## src/rtl/core/iobdl_pkg.sv

```systemverilog
// Shared types and constants for the insulin-on-board dose log.
// Depends on nothing; every module of the block imports it.
package iobdl_pkg;

    // Number of dose records kept in the log.
    localparam int LOG_DEPTH = 16;
    localparam int SLOT_W = $clog2(LOG_DEPTH);

    // Field widths.
    localparam int TIME_W = 32;
    localparam int DOSE_W = 16;
    localparam int SPAN_W = 32;
    localparam int ACT_W = 10;

    // Longest action time is 1023 minutes of 60000 ms.
    localparam int DIA_W = $clog2(1023 * 60000 + 1);
    localparam logic [15:0] MS_PER_MIN = 16'd60000;
    localparam logic [ACT_W-1:0] ACTION_RESET = ACT_W'(300);

    // Insulin accumulator saturates at 2^48.
    localparam int ACC_W = 49;
    localparam logic [ACC_W-1:0] ACC_CAP = {1'b1, {(ACC_W-1){1'b0}}};

    // Fraction is Q0.16 with 1.0 as 65536, so it needs 17 bits.
    localparam int FRAC_W = 17;
    localparam int Q_W = 16;
    localparam int SUM_W = 26;

    // Shared divider sizes.
    localparam int NUM_W = 58;
    localparam int DEN_W = 32;
    localparam int CNT_W = $clog2(NUM_W + 1);

    typedef logic [SLOT_W-1:0] slot_idx_t;

    typedef enum logic [1:0] {
        OP_BOLUS      = 2'd0,
        OP_EXT_START  = 2'd1,
        OP_EXT_CANCEL = 2'd2,
        OP_RECOMPUTE  = 2'd3
    } op_t;

    // One dose record as stored in the log memory.
    typedef struct packed {
        logic              ext;
        logic [TIME_W-1:0] start;
        logic [DOSE_W-1:0] dose;
        logic [SPAN_W-1:0] span;
    } slot_rec_t;

    // Request to the shared divider.
    typedef struct packed {
        logic             start;
        logic [DEN_W-1:0] rem_init;
        logic [NUM_W-1:0] bits;
        logic [CNT_W-1:0] count;
        logic [DEN_W-1:0] den;
    } div_req_t;

    typedef enum logic [4:0] {
        ST_IDLE,
        ST_SCAN_RD,
        ST_SCAN_CHK,
        ST_WRITE,
        ST_CAN_CHK,
        ST_RC_RD,
        ST_RC_CHK,
        ST_F_START,
        ST_F_WAIT,
        ST_F_SQ,
        ST_F_USE,
        ST_BOL_ADD,
        ST_EXT_LOOP,
        ST_EXT_MUL,
        ST_EXT_DIV,
        ST_EXT_WAIT,
        ST_FIN
    } state_t;

endpackage

```

## src/rtl/core/iobdl_ram.sv

```systemverilog
// Dose record memory: one write port, one read port, registered read data.
// Depends on iobdl_pkg for the record type and depth.
module iobdl_ram (
    input  logic                  clk,
    input  logic                  we,
    input  iobdl_pkg::slot_idx_t  waddr,
    input  iobdl_pkg::slot_rec_t  wdata,
    input  iobdl_pkg::slot_idx_t  raddr,
    output iobdl_pkg::slot_rec_t  rdata
);
    import iobdl_pkg::*;

    slot_rec_t mem [LOG_DEPTH];

    // Write port.
    always_ff @(posedge clk)
    begin
        if (we)
        begin
            mem[waddr] <= wdata;
        end
    end

    // Read port with registered read data.
    always_ff @(posedge clk)
    begin
        rdata <= mem[raddr];
    end

endmodule

```

## config.mk

```make
export PLATFORM = sky130hd
export DESIGN_NAME = iobdl_ram
export DESIGN_NICKNAME = d
export VERILOG_FILES = /design/src/rtl/core/iobdl_pkg.sv /design/src/rtl/core/iobdl_ram.sv
export SDC_FILE = /design/constraint.sdc
export NUM_CORES = 1
export LEC_CHECK = 0
export BUFFER_PORTS_ARGS = -buffer_cell sky130_fd_sc_hd__buf_2
export CORE_AREA = 2 2 287 359
export DETAILED_ROUTE_END_ITERATION = 8
export DIE_AREA = 0 0 289 361
export GPL_TIMING_DRIVEN = 0
export MAX_ROUTING_LAYER = met4
export PLACE_DENSITY = 0.66
export RECOVER_POWER = 25
export SKIP_CTS_REPAIR_TIMING = 1
export SYNTH_ARGS = -nofsm -noshare
export SYNTH_HDL_FRONTEND = slang
export SYNTH_SLANG_ARGS = --single-unit
```

## constraint.sdc

```tcl
create_clock -name clk -period 8 [get_ports clk]
set_input_delay 0.4 -clock clk [delete_from_list [all_inputs] [get_ports clk]]
set_output_delay 0.4 -clock clk [all_outputs]
set_load 0.02 [all_outputs]
```

==> results.cfg <==
[status]
status = completed

[synth]
yosys-top-cells-count = edfxtp_1 (1,296), mux4_2 (324), a22oi_1 (162), nand2_1 (82), dfxtp_1 (81)
ys_dominant_reg_cell = edfxtp_1
synthArstFlopShare = 0
synthCells = 2078
syn_nets = 2169
synth_most_common_cell = edfxtp_1
synth_enable_flop_cells = 1296
avgSynthCellArea_um2 = 24.1
synth_cell_types = 18
ys_seq_elements = 1377
seq_area_frac_synth = 0.810
syn_area_um2 = 50100
netlist.area_leader.share = 0.777
synth_top_area_cell = edfxtp_1
yosys_warnings = 0
synth.area.top_cells = edfxtp_1 (78%), mux4_2 (15%), dfxtp_1 (3.2%)

[worst_setup_path]
crit_top_cell = buf_6
worst-path-max-fanout = 9
critPathMaxStageDelay_ns = 0.70
critPathKind = input pin to flop
critPathLaunchType = input pin
cp.buffers_inverters = 6
cp_top_family = buffers and inverters
cp.required_ns = 8.42
cp-end-kind = flop
crit_chain = buf_2 -> nand3b_1 -> nor3_2 -> buf_6 -> buf_6 -> buf_6 -> buf_6 -> buf_8
cp.arrival_ns = 2.62
cp_slowest_cell = nor3_2

[power]
p_leak_nw = 18.7
total_power_mw = 15.1
irDropWorstVdd_mv = 0.231
powerDensity_nw_per_um2 = 259

[floorplan]
die_y_um = 361
die_x_um = 289
die_area_um2 = 104000
num_rows = 130
fp.coreArea_um2 = 101000
start_util = 0.498
boundaryPins = 172

[place]
gp_congestion = 0.722
placed_cell_area_um2 = 54100
hpwl_mm = 74.5
io_buffers = 169

[route]
ant_nets = 0
firstDrtPassIters = 5
drt_wl_total_mm = 116
dr.first_iter.drc_count = 2913
drc = 0
route.detailed.wl_per_inst_um = 29.5
vias = 23700
via_per_inst = 6.05

[clocking]
cts_made_buffers = 136
cts.sinks = 1377
clockBufferDepth = 3
clk-insertion-delay-late_ns = 0.73
clk_pin_slew_ns = 0.06
htree_levels = 4
cts_root_buf = clkbuf_16
cts_tree = built

[global_route]
gr-total-overflow = 0
antenna_found_initial = 21
grt_pass1_vias = 24600
grt_max_degree = 26
grt_pass1_wl_mm = 168
grt_use_total = 0.232

[timing]
setup_viol = 0
hold_viol = 0
rsz0062_at_grt = false
finClkSkew_ns = 0.0223
maxSlewHeadroom = 0.0476
fin_crit_ns = 2.20
drv_slew = 0
tns_ns = 0
finalCritPeriodShare = 0.275
worst_slew_pin_slew_ns = 1.42
fmax_mhz = 454

[cells_and_area]
area_growth_pct = 16.7
drive_gt1_frac = 0.298
fin_nets = 2564
fin_area_um2 = 58400

[min_path]
hp-class = input pin to flop

[job]
drv_cap = 0
final timing paths:
kind | start | endpoint | slack, ns | cells after the start
worst max-delay path | waddr[3] | mem[4][14] | 5.80 | 8
worst min-delay path | wdata[51] | mem[12][51] | 0.06 | 1
worst max register to register | mem[3][46] | rdata[46] | 6.53 | 3
worst min register to register | mem[15][65] | rdata[65] | 0.66 | 3
layer usage:
layer  track usage  vias to the layer above  wire, um
met3        0.0520                      178      9610
met5             -                        -         0
met4        0.0530                        0      2130
li1              -                     9732         -
met2         0.369                     1046     58000
met1         0.309                    12800     46000
worst register-to-register path, delay by kind of cell, from the launching register on:
kind	cells	cell delay [ns]
AOI/OAI and AO/OA	1	0.23
and+or+nand+nor	1	0.21
muxes	1	0.48
DFF	1	0.37
placed cells by master (no fill, tap or decap), types with 12 or more instances in the layout:
master     synthesis  layout
a22oi_1          162     162
buf_1             19      19
buf_12             0      40
buf_2             22     131
buf_4             13      15
buf_6             12      51
clkbuf_1          41     147
clkbuf_16          0     144
clkinv_1           0      17
clkinv_2           0      19
dfxtp_1           81      81
diode_2            0      19
edfxtp_1        1296    1296
mux4_2           324     324
nand2_1           82      82
nor2_4             0      12
power breakdown:
group	switching (mW)	internal (mW)
Combinational	0.490	0.300
Clock	2.61	3.64
Sequential	0.0506	8.07
metrics by stage:
stage | cells | setup WS, ns | hold WS [ns] | utilization
after global routing | 3919 | 5.76 | 0.0492 | 0.581
final | 3923 | 5.80 | 0.0619 | 0.581
after CTS | 3904 | 5.85 | -0.00709 | 0.581
after global placement | 3567 | -6.22 | 0.652 | 0.523
after floorplan | 2078 | 1.05 | 0.499 | -
after detailed placement | 3655 | 5.10 | 0.659 | 0.538
kinds of logic (layout without fill, tap and decap cells):
logic type,Yosys count,count (layout),share of synthesized area
flip-flops,1377,1377,0.810
buffers and inverters,107,613,0.0113
AND/OR/NAND/NOR,108,108,0.00872
multiplexers,324,324,0.146
other,0,19,0
AO/OA/AOI/OAI,162,162,0.0243
layout make-up:
cell class                      count  area (um2)
Fill cell                        7115       42100
Clock buffer                      194        3830
Sequential cell                  1377       40500
Clock inverter                     55         538
Buffer                            107         568
Tap cell                         1320        1650
Timing Repair Buffer              257        2180
Multi-Input combinational cell    594        9060
Antenna cell                       19        47.5
sequential cells by signal, summed over array words and instances, names as in the netlist:
signal / cells
rdata: 81
mem: 1296
Power figures use the tool's default switching activity.
