`src/rtl/core/iobdl_pkg.sv`:
```
// Shared types and constants for the insulin-on-board dose log.
// Depends on nothing; every module of the block imports it.
package iobdl_pkg;

    // Number of dose records kept in the log.
    localparam int LOG_DEPTH = 16;
    localparam int SLOT_W = $clog2(LOG_DEPTH);

    // Field widths.
    localparam int TIME_W = 32;
    localparam int DOSE_W = 16;
    localparam int SPAN_W = 32;
    localparam int ACT_W = 10;

    // Longest action time is 1023 minutes of 60000 ms.
    localparam int DIA_W = $clog2(1023 * 60000 + 1);
    localparam logic [15:0] MS_PER_MIN = 16'd60000;
    localparam logic [ACT_W-1:0] ACTION_RESET = ACT_W'(300);

    // Insulin accumulator saturates at 2^48.
    localparam int ACC_W = 49;
    localparam logic [ACC_W-1:0] ACC_CAP = {1'b1, {(ACC_W-1){1'b0}}};

    // Fraction is Q0.16 with 1.0 as 65536, so it needs 17 bits.
    localparam int FRAC_W = 17;
    localparam int Q_W = 16;
    localparam int SUM_W = 26;

    // Shared divider sizes.
    localparam int NUM_W = 58;
    localparam int DEN_W = 32;
    localparam int CNT_W = $clog2(NUM_W + 1);

    typedef logic [SLOT_W-1:0] slot_idx_t;

    typedef enum logic [1:0] {
        OP_BOLUS      = 2'd0,
        OP_EXT_START  = 2'd1,
        OP_EXT_CANCEL = 2'd2,
        OP_RECOMPUTE  = 2'd3
    } op_t;

    // One dose record as stored in the log memory.
    typedef struct packed {
        logic              ext;
        logic [TIME_W-1:0] start;
        logic [DOSE_W-1:0] dose;
        logic [SPAN_W-1:0] span;
    } slot_rec_t;

    // Request to the shared divider.
    typedef struct packed {
        logic             start;
        logic [DEN_W-1:0] rem_init;
        logic [NUM_W-1:0] bits;
        logic [CNT_W-1:0] count;
        logic [DEN_W-1:0] den;
    } div_req_t;

    typedef enum logic [4:0] {
        ST_IDLE,
        ST_SCAN_RD,
        ST_SCAN_CHK,
        ST_WRITE,
        ST_CAN_CHK,
        ST_RC_RD,
        ST_RC_CHK,
        ST_F_START,
        ST_F_WAIT,
        ST_F_SQ,
        ST_F_USE,
        ST_BOL_ADD,
        ST_EXT_LOOP,
        ST_EXT_MUL,
        ST_EXT_DIV,
        ST_EXT_WAIT,
        ST_FIN
    } state_t;

endpackage

```
`src/rtl/core/iobdl_div.sv`:
```
// Shared restoring divider, one quotient bit per cycle.
// Depends on iobdl_pkg for the request struct and widths.
module iobdl_div (
    input  logic                         clk,
    input  logic                         rst_n,
    input  iobdl_pkg::div_req_t          req,
    output logic                         busy,
    output logic                         done,
    output logic [iobdl_pkg::NUM_W-1:0]  quotient
);
    import iobdl_pkg::*;

    logic             busy_reg, busy_next;
    logic             done_reg, done_next;
    logic [CNT_W-1:0] cnt_reg, cnt_next;
    logic [DEN_W-1:0] rem_reg, rem_next;
    logic [DEN_W-1:0] den_reg, den_next;
    logic [NUM_W-1:0] bits_reg, bits_next;
    logic [NUM_W-1:0] quo_reg, quo_next;
    logic [DEN_W:0]   rem_sh;
    logic             ge;

    // One restoring step: shift in the next dividend bit, subtract if it fits.
    always_comb
    begin
        rem_sh = {rem_reg, bits_reg[NUM_W-1]};
        ge = (rem_sh >= {1'b0, den_reg});
        busy_next = busy_reg;
        done_next = 1'b0;
        cnt_next = cnt_reg;
        rem_next = rem_reg;
        den_next = den_reg;
        bits_next = bits_reg;
        quo_next = quo_reg;
        if (req.start)
        begin
            busy_next = 1'b1;
            cnt_next = req.count;
            rem_next = req.rem_init;
            den_next = req.den;
            bits_next = req.bits;
            quo_next = '0;
        end
        else if (busy_reg)
        begin
            rem_next = ge ? DEN_W'(rem_sh - {1'b0, den_reg}) : rem_sh[DEN_W-1:0];
            bits_next = {bits_reg[NUM_W-2:0], 1'b0};
            quo_next = {quo_reg[NUM_W-2:0], ge};
            cnt_next = cnt_reg - 1'b1;
            if (cnt_reg == CNT_W'(1))
            begin
                busy_next = 1'b0;
                done_next = 1'b1;
            end
        end
    end

    // Control registers.
    always_ff @(posedge clk or negedge rst_n)
    begin
        if (!rst_n)
        begin
            busy_reg <= 1'b0;
            done_reg <= 1'b0;
            cnt_reg <= '0;
        end
        else
        begin
            busy_reg <= busy_next;
            done_reg <= done_next;
            cnt_reg <= cnt_next;
        end
    end

    // Datapath registers.
    always_ff @(posedge clk)
    begin
        rem_reg <= rem_next;
        den_reg <= den_next;
        bits_reg <= bits_next;
        quo_reg <= quo_next;
    end

    assign busy = busy_reg;
    assign done = done_reg;
    assign quotient = quo_reg;

endmodule

```
`config.mk`:
```
export PLATFORM = sky130hd
export DESIGN_NAME = iobdl_div
export DESIGN_NICKNAME = d
export VERILOG_FILES = /design/src/rtl/core/iobdl_pkg.sv /design/src/rtl/core/iobdl_div.sv
export SDC_FILE = /design/constraint.sdc
export NUM_CORES = 1
export LEC_CHECK = 0
export BUFFER_PORTS_ARGS = -buffer_cell sky130_fd_sc_hd__buf_4
export CAP_MARGIN = 20
export CORE_MARGIN = 8
export CORE_UTILIZATION = 35
export DETAILED_ROUTE_END_ITERATION = 12
export PLACE_DENSITY = 0.58
export SLEW_MARGIN = 5
export SYNTH_ARGS = -nofsm -noshare
export SYNTH_HDL_FRONTEND = slang
export SYNTH_SLANG_ARGS = --single-unit
```
`constraint.sdc`:
```
create_clock -name clk -period 4.1 [get_ports clk]
set_input_delay 0.205 -clock clk [delete_from_list [all_inputs] [get_ports clk]]
set_output_delay 0.205 -clock clk [all_outputs]
set_load 0.01 [all_outputs]
```
==> key figures <==
Run status
  – Status: complete, no violations

Pwr
  – Power Density: roughly 570 mW/mm^2
  – Share of power burned in registers: 36.4%
  – Leak: around 5.4 nW
  – Clk network pwr share: between 20% and 30%
  – Switching Share: around a third
  – Int Pwr: between 4 and 5 mW
  – Peak VDD IR: between 0.3 and 0.4 mV
  – P_sw: 2.37 mW
  – Comb pwr share: a little under 40%

STA
  – Tcrit/Tclk final: between 90% and 100%
  – WHS: 0.0607 ns
  – Slew margin rel.: approximately 30%
  – Minimum clock period: 3.77 ns
  – RSZ-0062 raised after global routing: no
  – Fmax achieved: around 270 MHz
  – Setup TNS: 0 ns
  – # setup viols final: 0
  – Clock skew: about 0.015 ns
  – Final Hold Viols: 0
  – Slew at the pin closest to its max-slew limit: roughly 1.1 ns
  – Final worst slack: about 0.33 ns
  – Final Max Tran Viols: 0

Floorplan
  – Core box area: between 0.02 and 0.03 sq mm
  – Std cell rows: 60
  – Initial Util: 35.3%
  – Die width: between 150 and 200 um
  – Die H: approximately 180 um
  – Die area: between 0.03 and 0.04 sq mm
  – # IOs: 191

Worst setup path
  – Crit-path cells: ha_1 > and3_1 > nand4_1 > a31oi_2 > o21ai_2 > a211oi_4 > or2_1 > buf_4 > mux2_4 > mux2_2
  – Critical-path maximum fanout: 13
  – Critical path buffers and inverters: 1
  – Req. time, crit path: roughly 4.3 ns
  – Crit Path Category: flop to flop
  – R2R cell count: 10
  – Worst setup SP type: flop
  – Delay-heaviest family, CP: compound AO/OA/AOI/OAI gates
  – Reg-to-reg endpoint: rem_reg[19]
  – Critical R2R Launch: rem_reg[11]
  – Register-to-register setup slack: between 0.3 and 0.4 ns
  – Crit. End Element: flop
  – Critical Path Max Stage Delay: between 0.5 and 0.6 ns
  – Worst path depth: 10
  – CP max-delay cell: a211oi_4
  – CP Data Arrival Time: slightly below 4 ns

Worst hold path
  – WHS Path Cells: 2
  – Hold Path Origin: req[116]
  – Worst min path class: primary input to flop
  – Hold worst-path end: rem_reg[20]

GRT
  – Total GRT Usage: 14.5%
  – GR Overflow Total: 0
  – Largest net degree at the start of global routing: 130
  – Vias in the first global route: 7002
  – First-pass GRT wire length: 38.0 mm
  – Initial antenna violation count: 4

Synth
  – Syn. warnings: 0
  – Post-Syn Instances: 803
  – Xor-xnor portion of the synthesized cell area: under 10%
  – Post-synthesis simple-gate area fraction: 10.1%
  – Mapped Nets: between 900 and 1000
  – Predominant post-synthesis flop cell: edfxtp_1
  – Ys async rst share: 4.26%
  – Multiplexer area fraction after synthesis: 16.3%
  – Largest family of logic cells by synthesized area: multiplexers
  – Sequential element share of the synthesized area: between 50% and 60%
  – Synthesized flop and latch total: 188
  – Post-synth cell types: between 60 and 70
  – Synth Area per Inst: 11.8 sq um
  – Synth Area in Compound Gates: 9.58%
  – Mapped cell area: around 0.0095 sq mm
  – Number of synthesized flops with an enable pin: roughly 120
  – Synth Area in Adders: under 10%

Clock tree
  – Clock transition at path regs: roughly 0.080 ns
  – CTS root buf: clkbuf_16
  – Post_cts resized: 0
  – CTS Buf Count: 17
  – Hold_buf cts: 39
  – Clock tree sinks: ~190
  – Longest Clk Path Bufs: 2
  – CTS tree: done
  – Skew-Pair Late Insertion Delay: between 0.4 and 0.5 ns
  – H-tree depth: 4
  – Post-CTS Setup Bufs: 0

Place
  – IO Port Bufs: between 150 and 200
  – Final GP Congestion: 0.815
  – Worst slack at placement: ~0.36 ns
  – Post-DP HPWL: 16.8 mm

Final layout
  – Layout cells sized above 1: between 30% and 40%
  – P&R area growth vs syn: 28.9%
  – Post-layout nets: between 1000 and 1500

Route
  – Wire per inst: ~17 um
  – Detailed Route WL: around 24 mm
  – DRC viols: 0
  – TritonRoute pass-1 iters: 5
  – Routed vias/inst: 4.92
  – Vias: 6773
  – Post-route ant nets: 0
  – Initial DRC Count: 364

Job
  – Max Cap Viol: 0
## cell families after synthesis
| kind of cell | count (synthesis) |
|---|---|
| AO/OA/AOI/OAI | 133 |
| multiplexers | 143 |
| AND/OR/NAND/NOR | 198 |
| flip-flops | 188 |
| adder cells (fa/ha/maj) | 35 |
| buffers and inverters | 78 |
| XOR/XNOR | 28 |
## power by group through the flow
stage               registers (mW)  logic (mW)  clock network (mW)
floorplan                     2.52        2.12                   0
global placement              2.55        2.68                   0
detailed placement            2.57        2.70                   0
CTS                           2.53        2.75                1.73
global route                  2.56        3.03                1.80
finish                        2.53        2.74                1.67
## cells in the mapped netlist, types with 6 or more instances
cell type | instances | share of area, %
a211oi_1 | 7 | 0.55
a21o_1 | 18 | 1.4
a21oi_1 | 37 | 2.0
and3_1 | 6 | 0.40
buf_1 | 6 | 0.24
clkbuf_1 | 21 | 0.83
dfrtp_1 | 8 | 2.1
dfxtp_1 | 58 | 12
edfxtp_1 | 122 | 39
ha_1 | 34 | 4.5
inv_1 | 40 | 1.6
mux2_2 | 81 | 9.6
mux2i_1 | 60 | 6.3
nand2_1 | 31 | 1.2
nand2b_1 | 8 | 0.53
nand3_1 | 10 | 0.53
nor2_1 | 79 | 3.1
nor2b_1 | 9 | 0.59
nor3_1 | 21 | 1.1
o21a_1 | 14 | 1.1
o21ai_0 | 21 | 1.1
xnor2_1 | 21 | 1.9
xor2_1 | 7 | 0.65
## how the worst max path moves through the flow
stage | start | end | slack [ns]
finish | rem_reg[11] | rem_reg[19] | 0.33
detailed placement | rem_reg[15] | rem_reg[19] | 0.36
floorplan | busy | bits_reg[0] | 0.67
global route | rem_reg[11] | rem_reg[17] | 0.12
global placement | rem_reg[15] | rem_reg[19] | 0.48
CTS | rem_reg[15] | rem_reg[19] | 0.33
## metal layers
metal  global-route usage (%)  vias up  share of wire [%]
met5                        0        -              0.054
met4                     3.94        2                1.1
met3                     5.65       23                6.9
met2                     23.1      155                 47
met1                     18.2     3232                 45
li1                         -     3361                  -
## area by class of cell
class	instances	area (sq um)
antenna	3	7.51
clock buffer	22	494
clock inverter	10	96.3
fill	2545	14600
inverter	40	151
multi-input combinational	537	4100
sequential	188	5030
tap	341	427
timing repair buffer	237	1910
## placed cells by master, fill, tap and decap left out, drive strengths merged, types with 9 or more instances in the layout
master	synthesis	routed
clkbuf	21	22
nand2	31	31
nor3	21	21
nand3	11	11
nor2	79	79
xnor2	21	21
mux2i	60	60
nor2b	9	9
buf	17	198
a21oi	41	41
ha	34	34
o21a	14	14
dfxtp	58	58
inv	40	45
a21o	18	18
mux2	83	83
dlygate4sd3	0	39
edfxtp	122	122
o21ai	24	24
## per-stage QoR
stage | instance area [sq um] | util [%] | instances | total power [mW]
final | 12200 | 45.6 | 1378 | 6.94
after global routing | 12200 | 45.6 | 1378 | 7.39
after CTS | 12200 | 45.5 | 1375 | 7.01
after detailed placement | 11200 | 41.9 | 1304 | 5.26
after global placement | 11200 | 41.9 | 1304 | 5.23
after floorplan | 9470 | - | 803 | 4.64
## worst register-to-register path, cell delays in order (launching register included)
cell and delay [ns]:
edfxtp_1 0.40, ha_1 0.41, and3_1 0.31, nand4_1 0.17, a31oi_2 0.23, o21ai_2 0.12
a211oi_4 0.57, or2_1 0.39, buf_4 0.33, mux2_4 0.33, mux2_2 0.26
Power figures use the tool's default switching activity.
